**src/sv/nab_pkg.sv**
```systemverilog
// ---------------------------------------------------------------------------
// nab_pkg: shared types, constants and functions of the nibble block cipher
// 4-bit s-box, gf(16) doubling, round function and one key schedule step
// ---------------------------------------------------------------------------
package nab_pkg;

  localparam int unsigned BlockWidth  = 64;
  localparam int unsigned NibbleCount = 16;
  localparam int unsigned RconCount   = 10;

  // reduction x^4 + x + 1 folds the carried-out bit back as 4'b0011
  localparam logic [3:0] ReduceConst = 4'h3;

  localparam logic [3:0] SBOX [16] = '{
    4'h6, 4'hb, 4'h5, 4'h4, 4'h2, 4'he, 4'h7, 4'ha,
    4'h9, 4'hd, 4'hf, 4'hc, 4'h3, 4'h1, 4'h0, 4'h8
  };

  localparam logic [3:0] RCON [10] = '{
    4'd1, 4'd2, 4'd4, 4'd8, 4'd3, 4'd6, 4'd12, 4'd11, 4'd5, 4'd10
  };

  typedef logic [BlockWidth-1:0] nab_block_t;

  // one pipeline stage: valid bit, cipher state and the round key of that stage
  typedef struct packed {
    logic       valid;
    nab_block_t state;
    nab_block_t rkey;
  } nab_stage_t;

  function automatic logic [3:0] sbox(input logic [3:0] x);
    return SBOX[x];
  endfunction

  function automatic logic [3:0] gf_double(input logic [3:0] x);
    return {x[2:0], 1'b0} ^ (x[3] ? ReduceConst : 4'h0);
  endfunction

  // round constant of round rnd, zero past the end of the table
  function automatic logic [3:0] rcon_of(input int unsigned rnd);
    logic [3:0] rc;
    rc = 4'h0;
    if (rnd >= 1 && rnd <= RconCount) begin
      rc = RCON[4'(rnd-1)];
    end
    return rc;
  endfunction

  // s-box, row rotation and column mixing; nibble 4c+r is row r, column c
  function automatic nab_block_t round_fn(input nab_block_t st);
    nab_block_t sub;
    nab_block_t shf;
    nab_block_t mix;
    logic [3:0] a0, a1, a2, a3, all;
    sub = '0;
    shf = '0;
    mix = '0;
    for (int k = 0; k < NibbleCount; k++) begin
      sub[63-4*k -: 4] = sbox(st[63-4*k -: 4]);
    end
    for (int c = 0; c < 4; c++) begin
      for (int r = 0; r < 4; r++) begin
        shf[63-4*(4*c+r) -: 4] = sub[63-4*(4*((c+r)%4)+r) -: 4];
      end
    end
    for (int c = 0; c < 4; c++) begin
      a0  = shf[63-16*c -: 4];
      a1  = shf[59-16*c -: 4];
      a2  = shf[55-16*c -: 4];
      a3  = shf[51-16*c -: 4];
      all = a0 ^ a1 ^ a2 ^ a3;
      mix[63-16*c -: 4] = a0 ^ all ^ gf_double(a0 ^ a1);
      mix[59-16*c -: 4] = a1 ^ all ^ gf_double(a1 ^ a2);
      mix[55-16*c -: 4] = a2 ^ all ^ gf_double(a2 ^ a3);
      mix[51-16*c -: 4] = a3 ^ all ^ gf_double(a3 ^ a0);
    end
    return mix;
  endfunction

  // next four schedule words from the previous four
  function automatic nab_block_t key_step(input nab_block_t rk, input logic [3:0] rc);
    logic [15:0] w0, w1, w2, w3, t, n0, n1, n2, n3;
    w0 = rk[63:48];
    w1 = rk[47:32];
    w2 = rk[31:16];
    w3 = rk[15:0];
    t  = {sbox(w3[11:8]) ^ rc, sbox(w3[7:4]), sbox(w3[3:0]), sbox(w3[15:12])};
    n0 = w0 ^ t;
    n1 = w1 ^ n0;
    n2 = w2 ^ n1;
    n3 = w3 ^ n2;
    return {n0, n1, n2, n3};
  endfunction

endpackage

```
**src/sv/nab_round.sv**
```systemverilog
// ---------------------------------------------------------------------------
// nab_round: one registered cipher round
// round function plus key xor, with the round key derived alongside
// ---------------------------------------------------------------------------
module nab_round #(
  parameter int unsigned RND = 1
) (
  input  logic                clk,
  input  logic                rst_n,
  input  nab_pkg::nab_stage_t stg_in,
  output nab_pkg::nab_stage_t stg_out
);
  import nab_pkg::*;

  localparam logic [3:0] RoundConst = rcon_of(RND);

  logic       valid_r;
  nab_block_t state_r;
  nab_block_t rkey_r;
  nab_block_t rkey_nxt;
  nab_block_t state_nxt;

  always_comb begin
    rkey_nxt  = key_step(stg_in.rkey, RoundConst);
    state_nxt = round_fn(stg_in.state) ^ rkey_nxt;
  end

  always_ff @(posedge clk) begin
    if (!rst_n) begin
      valid_r <= 1'b0;
    end else begin
      valid_r <= stg_in.valid;
    end
  end

  always_ff @(posedge clk) begin
    state_r <= state_nxt;
    rkey_r  <= rkey_nxt;
  end

  assign stg_out = '{valid: valid_r, state: state_r, rkey: rkey_r};

endmodule

```
**src/sv/nibble_aes_block_encrypt.sv**
```systemverilog
// ---------------------------------------------------------------------------
// nibble_aes_block_encrypt: pipelined 64-bit nibble cipher over gf(16)
// key whitening then ROUNDS rounds of s-box, row rotation, mixing, key xor
// ---------------------------------------------------------------------------
// channel   ports                          transfer
// input     start, busy, in_*              start high and busy low at clk edge
// result    out_valid, out_*               one-cycle strobe, always taken
// config    cfg_valid, cfg_ready, cfg_*    cfg_valid and cfg_ready high
//
// the pipe has one whitening stage and one stage per round
// a new block can start every cycle; busy stays low, the pipe never stalls
// each round stage derives its own round key, so nothing is precomputed
// synchronous active-low reset clears valid bits and the key (to zero)
// rewrite the key only with no transaction in flight
// ---------------------------------------------------------------------------
module nibble_aes_block_encrypt #(
  parameter int unsigned ROUNDS = 3
) (
  input  logic                 clk,
  input  logic                 rst_n,
  // input channel
  input  logic                 start,
  output logic                 busy,
  input  nab_pkg::nab_block_t  in_plaintext_block,
  // key write channel
  input  logic                 cfg_valid,
  output logic                 cfg_ready,
  input  nab_pkg::nab_block_t  cfg_cipher_key,
  // result channel
  output logic                 out_valid,
  output nab_pkg::nab_block_t  out_ciphertext_block
);
  import nab_pkg::*;

  // key register
  nab_block_t key_r;

  // whitening stage registers
  logic       wht_valid_r;
  nab_block_t wht_state_r;
  nab_block_t wht_key_r;

  // stage bundles, index 0 is whitening, index i is after round i
  nab_stage_t stg [ROUNDS+1];

  logic accept;
  logic cfg_write;

  // the pipe never holds off, so inputs and key writes are always taken
  assign busy      = 1'b0;
  assign cfg_ready = 1'b1;
  assign accept    = start && !busy;
  assign cfg_write = cfg_valid && cfg_ready;

  always_ff @(posedge clk) begin
    if (!rst_n) begin
      key_r <= '0;
    end else if (cfg_write) begin
      key_r <= cfg_cipher_key;
    end
  end

  // whitening: round key 0 is the key itself
  always_ff @(posedge clk) begin
    if (!rst_n) begin
      wht_valid_r <= 1'b0;
    end else begin
      wht_valid_r <= accept;
    end
  end

  always_ff @(posedge clk) begin
    wht_state_r <= in_plaintext_block ^ key_r;
    wht_key_r   <= key_r;
  end

  assign stg[0] = '{valid: wht_valid_r, state: wht_state_r, rkey: wht_key_r};

  // one registered stage per round
  for (genvar i = 1; i <= ROUNDS; i++) begin : g_round
    nab_round #(
      .RND (i)
    ) u_round (
      .clk     (clk),
      .rst_n   (rst_n),
      .stg_in  (stg[i-1]),
      .stg_out (stg[i])
    );
  end

  assign out_valid            = stg[ROUNDS].valid;
  assign out_ciphertext_block = stg[ROUNDS].state;

`ifndef NO_ASSERTIONS
  // every result comes from a transaction taken through the whitening stage and every round stage
  a_out_has_source: assert property (@(posedge clk) disable iff (!rst_n)
    out_valid |-> $past(accept, ROUNDS + 1))
    else $error("result strobe without a matching input transaction");

  // no accepted transaction is lost in the pipe
  a_no_drop: assert property (@(posedge clk) disable iff (!rst_n)
    accept |-> ##(ROUNDS + 1) out_valid)
    else $error("accepted transaction produced no result");

  // whitening stage holds plaintext xor key of the accepting cycle
  a_whitening: assert property (@(posedge clk) disable iff (!rst_n)
    wht_valid_r |-> wht_state_r == ($past(in_plaintext_block) ^ $past(key_r)))
    else $error("whitening stage mismatch");

  // key only moves on a write transaction
  a_key_hold: assert property (@(posedge clk) disable iff (!rst_n)
    !cfg_write |=> $stable(key_r))
    else $error("key changed without a write");
`endif

endmodule
```
**config.mk**
```make
export PLATFORM = sky130hd
export DESIGN_NAME = nibble_aes_block_encrypt
export DESIGN_NICKNAME = d
export VERILOG_FILES = /design/src/sv/nab_pkg.sv /design/src/sv/nab_round.sv /design/src/sv/nibble_aes_block_encrypt.sv
export SDC_FILE = /design/constraint.sdc
export NUM_CORES = 1
export LEC_CHECK = 0
export ABC_CLOCK_PERIOD_IN_PS = 2600
export BUFFER_PORTS_ARGS = -buffer_cell sky130_fd_sc_hd__buf_4
export CAP_MARGIN = 15
export CORE_MARGIN = 1
export CORE_UTILIZATION = 64
export CTS_BUF_LIST = sky130_fd_sc_hd__clkbuf_4 sky130_fd_sc_hd__clkbuf_8
export CTS_CLUSTER_SIZE = 10
export DETAILED_ROUTE_END_ITERATION = 10
export PLACE_DENSITY_LB_ADDON = 0.08
export SYNTH_ARGS = -nofsm -noshare
export SYNTH_HDL_FRONTEND = slang
export SYNTH_SLANG_ARGS = --single-unit
```
**constraint.sdc**
```tcl
create_clock -name clk -period 2.6 [get_ports clk]
set_input_delay 0.65 -clock clk [delete_from_list [all_inputs] [get_ports clk]]
set_output_delay 0.65 -clock clk [all_outputs]
set_load 0.01 [all_outputs]
```
==> impl_metrics.yaml, run 1 <==
outcome:
  status: "complete, no violations"
clocking:
  cts_tree: "yes"
  clk_pin_slew_ns: 0.06
  cts.path.max_buffers: 3
  root_buffer: "clkbuf_8"
  clk_latency_ns: 0.69
  cts_max_level: 3
  cts_sinks: 516
  ctsHoldBuffers: 0
  cts_buffers: 84
synthesis:
  syn_area_per_cell_um2: 10.8
  synthTopCellsByArea: "dfxtp_1 31%, xnor2_1 18%, ha_1 13%"
  synth-seq-area-share_pct: 31.1
  synth_area_um2: 33200
  synth_edf_count: 0
  yosys_warnings: 0
  synth-seq-cells: 516
  synth_top_cell_by_area: "dfxtp_1"
  ys.flop_type: "dfxtp_1"
  synth_cell_type_count: 47
  synth_nets: 3556
  synth-async-reset-ratio_pct: 0
  yosysTopAreaCellShare_pct: 31.1
  syn_inst: 3076
global_routing:
  grtUsageTotal_pct: 31.9
  grt_overflow: 0
  grt_pass1_vias: 22500
  antenna_found_initial: 2
  grt_pass1_wl_mm: 128
  grt_max_degree: 69
placed_design:
  portBuffers: 196
  dp_hpwl_mm: 71.1
  dp_cells: 4082
  place.gp.congestion: 0.948
routing:
  drt_iter0_markers: 1093
  vias: 21700
  wl_per_cell_um: 19.8
  viasPerCell: 5.11
  route.detailed.drc: 0
  dr.pass1.iters: 6
  routed_wl_mm: 84.2
  ant_nets: 0
setup_path:
  r2r_setup_slack_ns: 0.04
  cp_num_buf_inv: 1
  cp-end-kind: "flop"
  cp_slowest_cell: "mux4_2"
  cpMostUsedCell: "xnor2_1"
  startpoint_type: "flop"
  worst-setup-path-type: "reg -> reg"
  required_ns: 3.15
  max_stage_delay_ns: 0.52
  critPathArrivalTime_ns: 3.12
  path_max_fanout: 5
  cp_top_family: "XOR/XNOR gates"
  critical_path.cell_chain: "inv_1 -> ha_1 -> mux4_2 -> xor2_4 -> xnor2_2 -> xnor2_1 -> xnor2_1"
die:
  die_area_um2: 52800
  core_um2: 51300
  fp.dieH_um: 230
  pin_count: 199
  die_w_um: 230
  rows: 83
  start_util_pct: 64.7
cells_and_area:
  instances_no_fill: 4245
  fillers: 3599
  layout.area.seq_um2: 10300
  multi_input_area_um2: 21800
  drive_gt1_share_pct: 23.4
  final_util_pct: 76.2
  syn2layout_area_growth_pct: 17.8
  finalNetCount: 3976
run:
  drv_cap: 0
timing:
  hold_violations: 0
  tightestPinTransition_ns: 0.670
  finClkSkew_ns: 0.0292
  max_slew_margin_pct: 55.0
  finalSetupViolCount: 0
  fin_crit_ns: 2.56
  fmax_mhz: 390
  post-route-period-util_pct: 98.6
  maxSlewViolCount: 0
  rsz0062_at_grt: "yes"
min_path:
  hp-class: "in -> reg"
-- cells by family after synthesis --
logic type	after synthesis	share of synthesized area, %
multiplexers	270	10.5
adder cells (fa/ha/maj)	348	13.1
flip-flops	516	31.1
XOR/XNOR	1083	30.8
AO/OA/AOI/OAI	182	4.67
AND/OR/NAND/NOR	336	5.35
buffers and inverters	339	4.39
other	2	0.0226
-- registers in the layout, summed over array words and instances, names as in the netlist --
name	count
wht_valid_r	1
g_round.u_round.state_r	192
g_round.u_round.rkey_r	128
key_r	64
wht_key_r	64
wht_state_r	64
g_round.u_round.valid_r	3
-- worst register-to-register path, cell delays in order (launching register included) --
cell     delay [ns]
dfxtp_1        0.44
inv_1          0.15
ha_1           0.32
mux4_2         0.52
xor2_4         0.29
xnor2_2        0.19
xnor2_1        0.40
xnor2_1        0.12
-- routing by layer --
metal | GRT usage, % | part of all wire, % | wire, µm
met1 | 36.7 | 41 | 34100
met2 | 55.4 | 49 | 41000
met5 | 0 | 0 | 0
met3 | 4.46 | 3.6 | 3050
met4 | 20.7 | 7.2 | 6070
-- per-stage QoR --
step / TNS [ns] / hold WS [ns] / area, µm² / setup slack, ns
4_1_cts: 0 / 0.0870 / 38800 / 0.00195
3_5_place_dp: -1.79 / 0.371 / 36700 / -0.330
6_report: 0 / 0.132 / 39100 / 0.0366
3_3_place_gp: -1.39 / 0.367 / 36700 / -0.262
5_1_grt: 0 / 0.0988 / 39100 / 0.000549
2_1_floorplan: 0 / 0.362 / 33200 / 0.309
-- cell usage in the layout, fill, tap and decap left out, drive strengths merged, types with 3 or more instances in the layout --
cell type and instances:
or3b 3, mux2i 180, a21oi 44, xnor2 725, ha 348, and2 42, o22ai 8, mux4 60
diode 3, o32ai 32, o21ai 42, nand2b 7, mux2 30, inv 237, a22oi 16, nor3 42
o22a 24, dfxtp 516, clkinvlp 4, nor2 55, clkinv 11, nand3b 15, nor2b 105, nand2 65
buf 437, o31ai 16, xnor3 16, clkbuf 129, bufinv 7, xor2 340
-- synth_stat cells (3+ instances only) --
cell	number
xor2_1	320
xor2_2	18
buf_4	18
o31ai_2	14
nand2_1	65
xnor3_2	3
o21ai_0	39
nand3b_1	15
mux2_4	3
xnor3_1	13
and2_1	40
nor2b_1	105
o32ai_2	27
mux4_2	60
buf_6	8
xnor2_2	29
dfxtp_1	516
mux2_2	26
o32ai_4	3
or3b_2	3
xnor2_1	691
ha_1	348
xnor2_4	5
inv_1	236
buf_2	45
a22oi_1	16
a21oi_1	42
nor2_1	55
o22ai_1	8
nand2b_1	7
o22a_1	24
mux2i_1	180
clkbuf_1	31
nor3_1	42
-- timing repair --
action | 4_1_cts | 5_1_grt
pin swaps | 3 | 7
resized for setup | 16 | 39
setup buffers | 4 | 4
endpoints found under the setup margin | 25 | 36
-- final cells by class --
cell class / instances / share of cell area [%]
clock inverters: 23 / 0.841
repair buffers: 437 / 8.42
inverters: 236 / 2.27
diodes: 3 / 0.0192
well taps: 680 / 2.18
multi-input cells: 2221 / 55.6
flip-flops and latches: 516 / 26.5
clock buffers: 129 / 4.19
-- final timing paths --
check                                                      to                          from  cells past startpoint
worst max-delay path            g_round[2].u_round.state_r[4]  g_round[1].u_round.rkey_r[1]                      7
worst max register to register  g_round[2].u_round.state_r[4]  g_round[1].u_round.rkey_r[1]                      7
worst min-delay path                          wht_state_r[59]        in_plaintext_block[59]                      2
worst min register to register                  wht_key_r[21]                     key_r[21]                      0
Power of run 1 is not shown: default switching activity piles up to over one toggle a cycle in this logic, so the estimate is an artifact.
==> inputs of run 2 (changes only) <==
--- a/config.mk
+++ b/config.mk
@@ -8,8 +8,10 @@
 export ABC_CLOCK_PERIOD_IN_PS = 2600
 export BUFFER_PORTS_ARGS = -buffer_cell sky130_fd_sc_hd__buf_4
 export CAP_MARGIN = 15
+export CELL_PAD_IN_SITES_DETAIL_PLACEMENT = 1
+export CELL_PAD_IN_SITES_GLOBAL_PLACEMENT = 1
 export CORE_MARGIN = 1
-export CORE_UTILIZATION = 64
+export CORE_UTILIZATION = 51
 export CTS_BUF_LIST = sky130_fd_sc_hd__clkbuf_4 sky130_fd_sc_hd__clkbuf_8
 export CTS_CLUSTER_SIZE = 10
 export DETAILED_ROUTE_END_ITERATION = 10
==> impl_metrics.yaml, run 2 (synthesized netlist as in run 1, its figures left out) <==
outcome:
  status: "finished with violations"
  violations: "setup timing"
setup_path:
  cp_top_family: "XOR/XNOR gates"
  critPathArrivalTime_ns: 3.21
  reg2reg_depth: 7
  cp_num_buf_inv: 1
  rr_startpoint: "g_round[2].u_round.state_r[37]"
  path_max_fanout: 5
  r2r-end: "g_round[3].u_round.state_r[5]"
  critical_path.cell_chain: "inv_1 -> ha_1 -> mux4_2 -> xnor2_2 -> xnor2_2 -> xnor3_1 -> xnor2_1"
  setup.worst_path.start: "g_round[2].u_round.state_r[37]"
  worst-setup-path-type: "reg -> reg"
  cpMostUsedCell: "xnor2_2"
  cp_slowest_cell: "mux4_2"
  required_ns: 3.20
  cp-end-kind: "flop"
  startpoint_type: "flop"
  max_stage_delay_ns: 0.59
  r2r_setup_slack_ns: -0.005
cells_and_area:
  multi_input_area_um2: 21900
  layout_common_cells: "667 x xnor2_1, 502 x dfxtp_1, 465 x buf_4"
  layout.area.seq_um2: 10300
  largest_reg_flops: 192
  final_common_cell: "xnor2_1"
  instances_no_fill: 4462
  reg_top3: "g_round.u_round.state_r: 192 flops, g_round.u_round.rkey_r: 128 flops"
  finalNetCount: 4013
  regMostFlops: "g_round.u_round.state_r"
  syn2layout_area_growth_pct: 20.0
  finalInstanceArea_um2: 39800
  drive_gt1_share_pct: 24.9
  fillers: 6878
global_routing:
  antenna_found_initial: 2
  grtUsageTotal_pct: 28.6
  grt_pass1_vias: 24200
  grt_pass1_wl_mm: 144
  grt_overflow: 0
  grt_max_degree: 69
clocking:
  cts_buffers: 92
  clk_pin_slew_ns: 0.06
  cts.path.max_buffers: 3
  cts_max_level: 3
  cts_sinks: 516
  cts_tree: "yes"
  root_buffer: "clkbuf_8"
  ctsHoldBuffers: 0
  clk_latency_ns: 0.71
timing:
  post-route-period-util_pct: 100
  fin_ws_ns: -0.00524
  max_slew_margin_pct: 55.4
  finalSetupViolCount: 1
  finClkSkew_ns: 0.0325
  hold_violations: 0
  fin_crit_ns: 2.61
  tightestPinTransition_ns: 0.664
  maxSlewViolCount: 0
  fmax_mhz: 384
min_path:
  holdPathEnd: "wht_state_r[18]"
  min_from: "in_plaintext_block[18]"
  hp-class: "in -> reg"
  holdPathStages: 2
die:
  die_w_um: 257
  rows: 93
  die_area_um2: 66100
  fp.dieH_um: 257
  pin_count: 199
  start_util_pct: 51.6
  core_um2: 64300
placed_design:
  place.gp.congestion: 0.900
  dp_cells: 4279
  portBuffers: 196
  place_ws_ns: -0.371
  dp_hpwl_mm: 79.7
  dpl-instance-area_um2: 37100
routing:
  wl_per_cell_um: 21.4
  route.detailed.drc: 0
  drt_iter0_markers: 735
  ant_nets: 0
  vias: 22100
  viasPerCell: 4.96
  dr.pass1.iters: 4
  routed_wl_mm: 95.3
run:
  drv_cap: 0
==> run 2: metrics by stage <==
stage / hold slack, ns / util [%] / setup TNS [ns]
final: 0.120 / 61.9 / -0.00524
after CTS: 0.0698 / 61.3 / -0.00571
after global placement: 0.369 / 57.7 / -1.06
after global routing: 0.0818 / 61.9 / -0.129
after detailed placement: 0.373 / 57.7 / -2.54
after floorplan: 0.362 / - / 0
==> run 2: repair_timing <==
action,CTS,global route
resized for setup,28,49
endpoints found under the setup margin,33,40
hold endpoints to repair,0,0
pin swaps,2,8
cloned,0,0
buffers inserted,3,12
==> run 2: routing by layer <==
metal  routed length, µm  GRT usage, %  vias to the layer above
met1               39200          33.0                    10800
met5                   0             0                        -
met3                2390          3.51                      185
met4                4970          13.9                        0
met2               48800          51.8                      388
li1                    -             -                    10800
==> run 2: worst max-delay path by stage <==
stage	endpoint	slack (ns)	cells after the start
detailed placement	g_round[3].u_round.state_r[18]	-0.37	8
finish	g_round[3].u_round.state_r[5]	-0.005	7
global route	g_round[3].u_round.state_r[5]	-0.09	7
CTS	g_round[1].u_round.state_r[14]	-0.006	8
global placement	g_round[3].u_round.state_r[18]	-0.28	8
floorplan	g_round[3].u_round.state_r[5]	0.31	8
==> run 2: worst register-to-register path, cell delays in order (launching register included) <==
cell     delay (ns)
dfxtp_1        0.40
inv_1          0.14
ha_1           0.32
mux4_2         0.59
xnor2_2        0.20
xnor2_2        0.24
xnor3_1        0.38
xnor2_1        0.23
==> run 2: area by class of cell <==
class | count | share of cell area (%)
Multi-Input combinational cell | 2221 | 54.9
Sequential cell | 516 | 26.0
Timing Repair Buffer | 466 | 8.81
Clock buffer | 130 | 4.22
Tap cell | 855 | 2.69
Inverter | 236 | 2.22
Clock inverter | 37 | 1.15
Antenna cell | 1 | 0.00628
Power of run 2 is left out for the same reason.
==> inputs of run 3 (changes only) <==
--- a/config.mk
+++ b/config.mk
@@ -6,16 +6,17 @@
 export NUM_CORES = 1
 export LEC_CHECK = 0
 export ABC_CLOCK_PERIOD_IN_PS = 2600
-export BUFFER_PORTS_ARGS = -buffer_cell sky130_fd_sc_hd__buf_4
 export CAP_MARGIN = 15
 export CELL_PAD_IN_SITES_DETAIL_PLACEMENT = 1
 export CELL_PAD_IN_SITES_GLOBAL_PLACEMENT = 1
 export CORE_MARGIN = 1
-export CORE_UTILIZATION = 51
+export CORE_UTILIZATION = 54
 export CTS_BUF_LIST = sky130_fd_sc_hd__clkbuf_4 sky130_fd_sc_hd__clkbuf_8
 export CTS_CLUSTER_SIZE = 10
 export DETAILED_ROUTE_END_ITERATION = 10
+export DONT_BUFFER_PORTS = 1
 export PLACE_DENSITY_LB_ADDON = 0.08
 export SYNTH_ARGS = -nofsm -noshare
 export SYNTH_HDL_FRONTEND = slang
 export SYNTH_SLANG_ARGS = --single-unit
+export TNS_END_PERCENT = 30
==> impl_metrics.yaml, run 3 (synthesized netlist as in run 1, its figures left out) <==
timing:
  tightestPinTransition_ns: 0.689
  finalSetupViolCount: 1
  fin_crit_ns: 2.60
  fmax_mhz: 384
  max_slew_margin_pct: 53.7
  hold_violations: 0
  post-route-period-util_pct: 100
  fin_ws_ns: -0.00319
  maxSlewViolCount: 0
  rsz0062_at_grt: "yes"
  finClkSkew_ns: 0.0280
global_routing:
  grt_pass1_wl_mm: 143
  grt_overflow: 0
  grt_pass1_vias: 23800
  grtUsageTotal_pct: 30.3
  antenna_found_initial: 2
  grt_max_degree: 69
setup_path:
  r2r-end: "g_round[2].u_round.state_r[8]"
  max_stage_delay_ns: 0.50
  setup.worst_path.start: "g_round[1].u_round.rkey_r[5]"
  required_ns: 3.17
  worst-setup-path-type: "reg -> reg"
  crit_end: "g_round[2].u_round.state_r[8]"
  rr_startpoint: "g_round[1].u_round.rkey_r[5]"
  startpoint_type: "flop"
  critPathArrivalTime_ns: 3.17
  cp-end-kind: "flop"
  r2r_setup_slack_ns: -0.003
  cpMostUsedCell: "inv_1"
  cp_slowest_cell: "mux4_2"
  reg2reg_depth: 8
  path_max_fanout: 5
  critical_path.cell_chain: "inv_1 -> ha_1 -> inv_1 -> mux4_2 -> xnor3_2 -> xor2_2 -> xnor2_2 -> xnor2_1"
routing:
  route.detailed.drc: 0
  vias: 21500
  dr.pass1.iters: 6
  ant_nets: 0
  viasPerCell: 5.12
  wl_per_cell_um: 22.7
  routed_wl_mm: 95.2
  drt_iter0_markers: 837
die:
  die_area_um2: 62500
  start_util_pct: 54.8
  die_w_um: 250
  fp.dieH_um: 250
  pin_count: 199
  rows: 90
  core_um2: 60600
cells_and_area:
  largest_reg_flops: 192
  regMostFlops: "g_round.u_round.state_r"
  final_common_cell: "xnor2_1"
  final_util_pct: 63.3
  reg_top3: "g_round.u_round.state_r: 192 flops, g_round.u_round.rkey_r: 128 flops"
  drive_gt1_share_pct: 19.2
  layout_common_cells: "667 x xnor2_1, 505 x dfxtp_1, 348 x ha_1"
  fillers: 6328
  finalNetCount: 3830
  syn2layout_area_growth_pct: 15.5
clocking:
  root_buffer: "clkbuf_8"
  clk_pin_slew_ns: 0.06
  cts_sinks: 516
  cts.path.max_buffers: 3
  cts_tree: "yes"
  clk_latency_ns: 0.71
  cts_max_level: 3
  cts_buffers: 87
outcome:
  violations: "setup timing"
  status: "finished with violations"
run:
  drv_cap: 0
placed_design:
  dp_hpwl_mm: 78.5
  portBuffers: 0
  place.gp.congestion: 0.951
min_path:
  hp-class: "in -> reg"
## run 3: cell count changes in the layout (fill, tap and decap cells not counted), moves of 2 or more
cell	before	now
dlygate4sd3_1	0	46
buf_4	465	240
dfxtp_1	502	505
dfxtp_2	14	11
clkbuf_4	17	13
o22ai_1	6	8
xor2_1	300	302
clkbuf_8	113	117
clkinv_2	19	14
bufinv_16	9	5
o22ai_2	2	0
## run 3: per-stage QoR
stage	area [µm²]	TNS, ns	hold WS [ns]	instances	setup slack (ns)
CTS	38000	-0.0329	0.000229	4192	-0.0225
detailed placement	35400	-1.22	0.371	3988	-0.149
floorplan	33200	0	0.362	3076	0.309
finish	38400	-0.00319	0.0450	4200	-0.00319
global placement	35400	-0.407	0.370	3988	-0.116
global route	38400	-0.342	0.00414	4199	-0.0568
## run 3: final cells by class
type	instances	area, µm²	area share [%]
Multi-Input combinational cell	2221	21800	57.0
Sequential cell	516	10300	27.0
Clock buffer	130	1710	4.45
Timing Repair Buffer	288	2300	6.00
Antenna cell	2	5.00	0.0130
Tap cell	782	978	2.55
Inverter	236	886	2.31
Clock inverter	25	282	0.734
## run 3: routing by layer
metal,vias to the layer above,GRT usage [%],share of wire [%],wire length (µm)
met3,173,4.28,3.0,2810
met2,429,55.7,52,49100
met5,-,0,0,0
met4,0,14.8,5.2,4930
li1,10400,-,-,-
met1,10500,34.2,40,38300
## run 3: worst min path at each step
| stage | to | from | cells past startpoint |
|---|---|---|---|
| final | wht_state_r[50] | in_plaintext_block[50] | 1 |
| after global routing | wht_state_r[47] | in_plaintext_block[47] | 1 |
| after CTS | wht_state_r[47] | in_plaintext_block[47] | 1 |
| after detailed placement | wht_key_r[46] | key_r[46] | 0 |
| after global placement | wht_key_r[21] | key_r[21] | 0 |
| after floorplan | wht_key_r[0] | key_r[0] | 0 |
## run 3: worst max-delay path, delay by kind of cell, from the launching register on
family | cells | cell delay (ns)
adder cells (fa/ha/maj) | 1 | 0.33
flip-flops | 1 | 0.43
buffers and inverters | 2 | 0.22
multiplexers | 1 | 0.50
XOR/XNOR | 4 | 0.98
## run 3: repair_timing
item	4_1_cts	5_1_grt
pin swaps	5	5
gates resized for setup	25	45
endpoints found under the setup margin	26	43
buffers inserted	3	6
hold endpoints to repair	46	0
hold buffers	46	0
Power of run 3 is left out for the same reason.
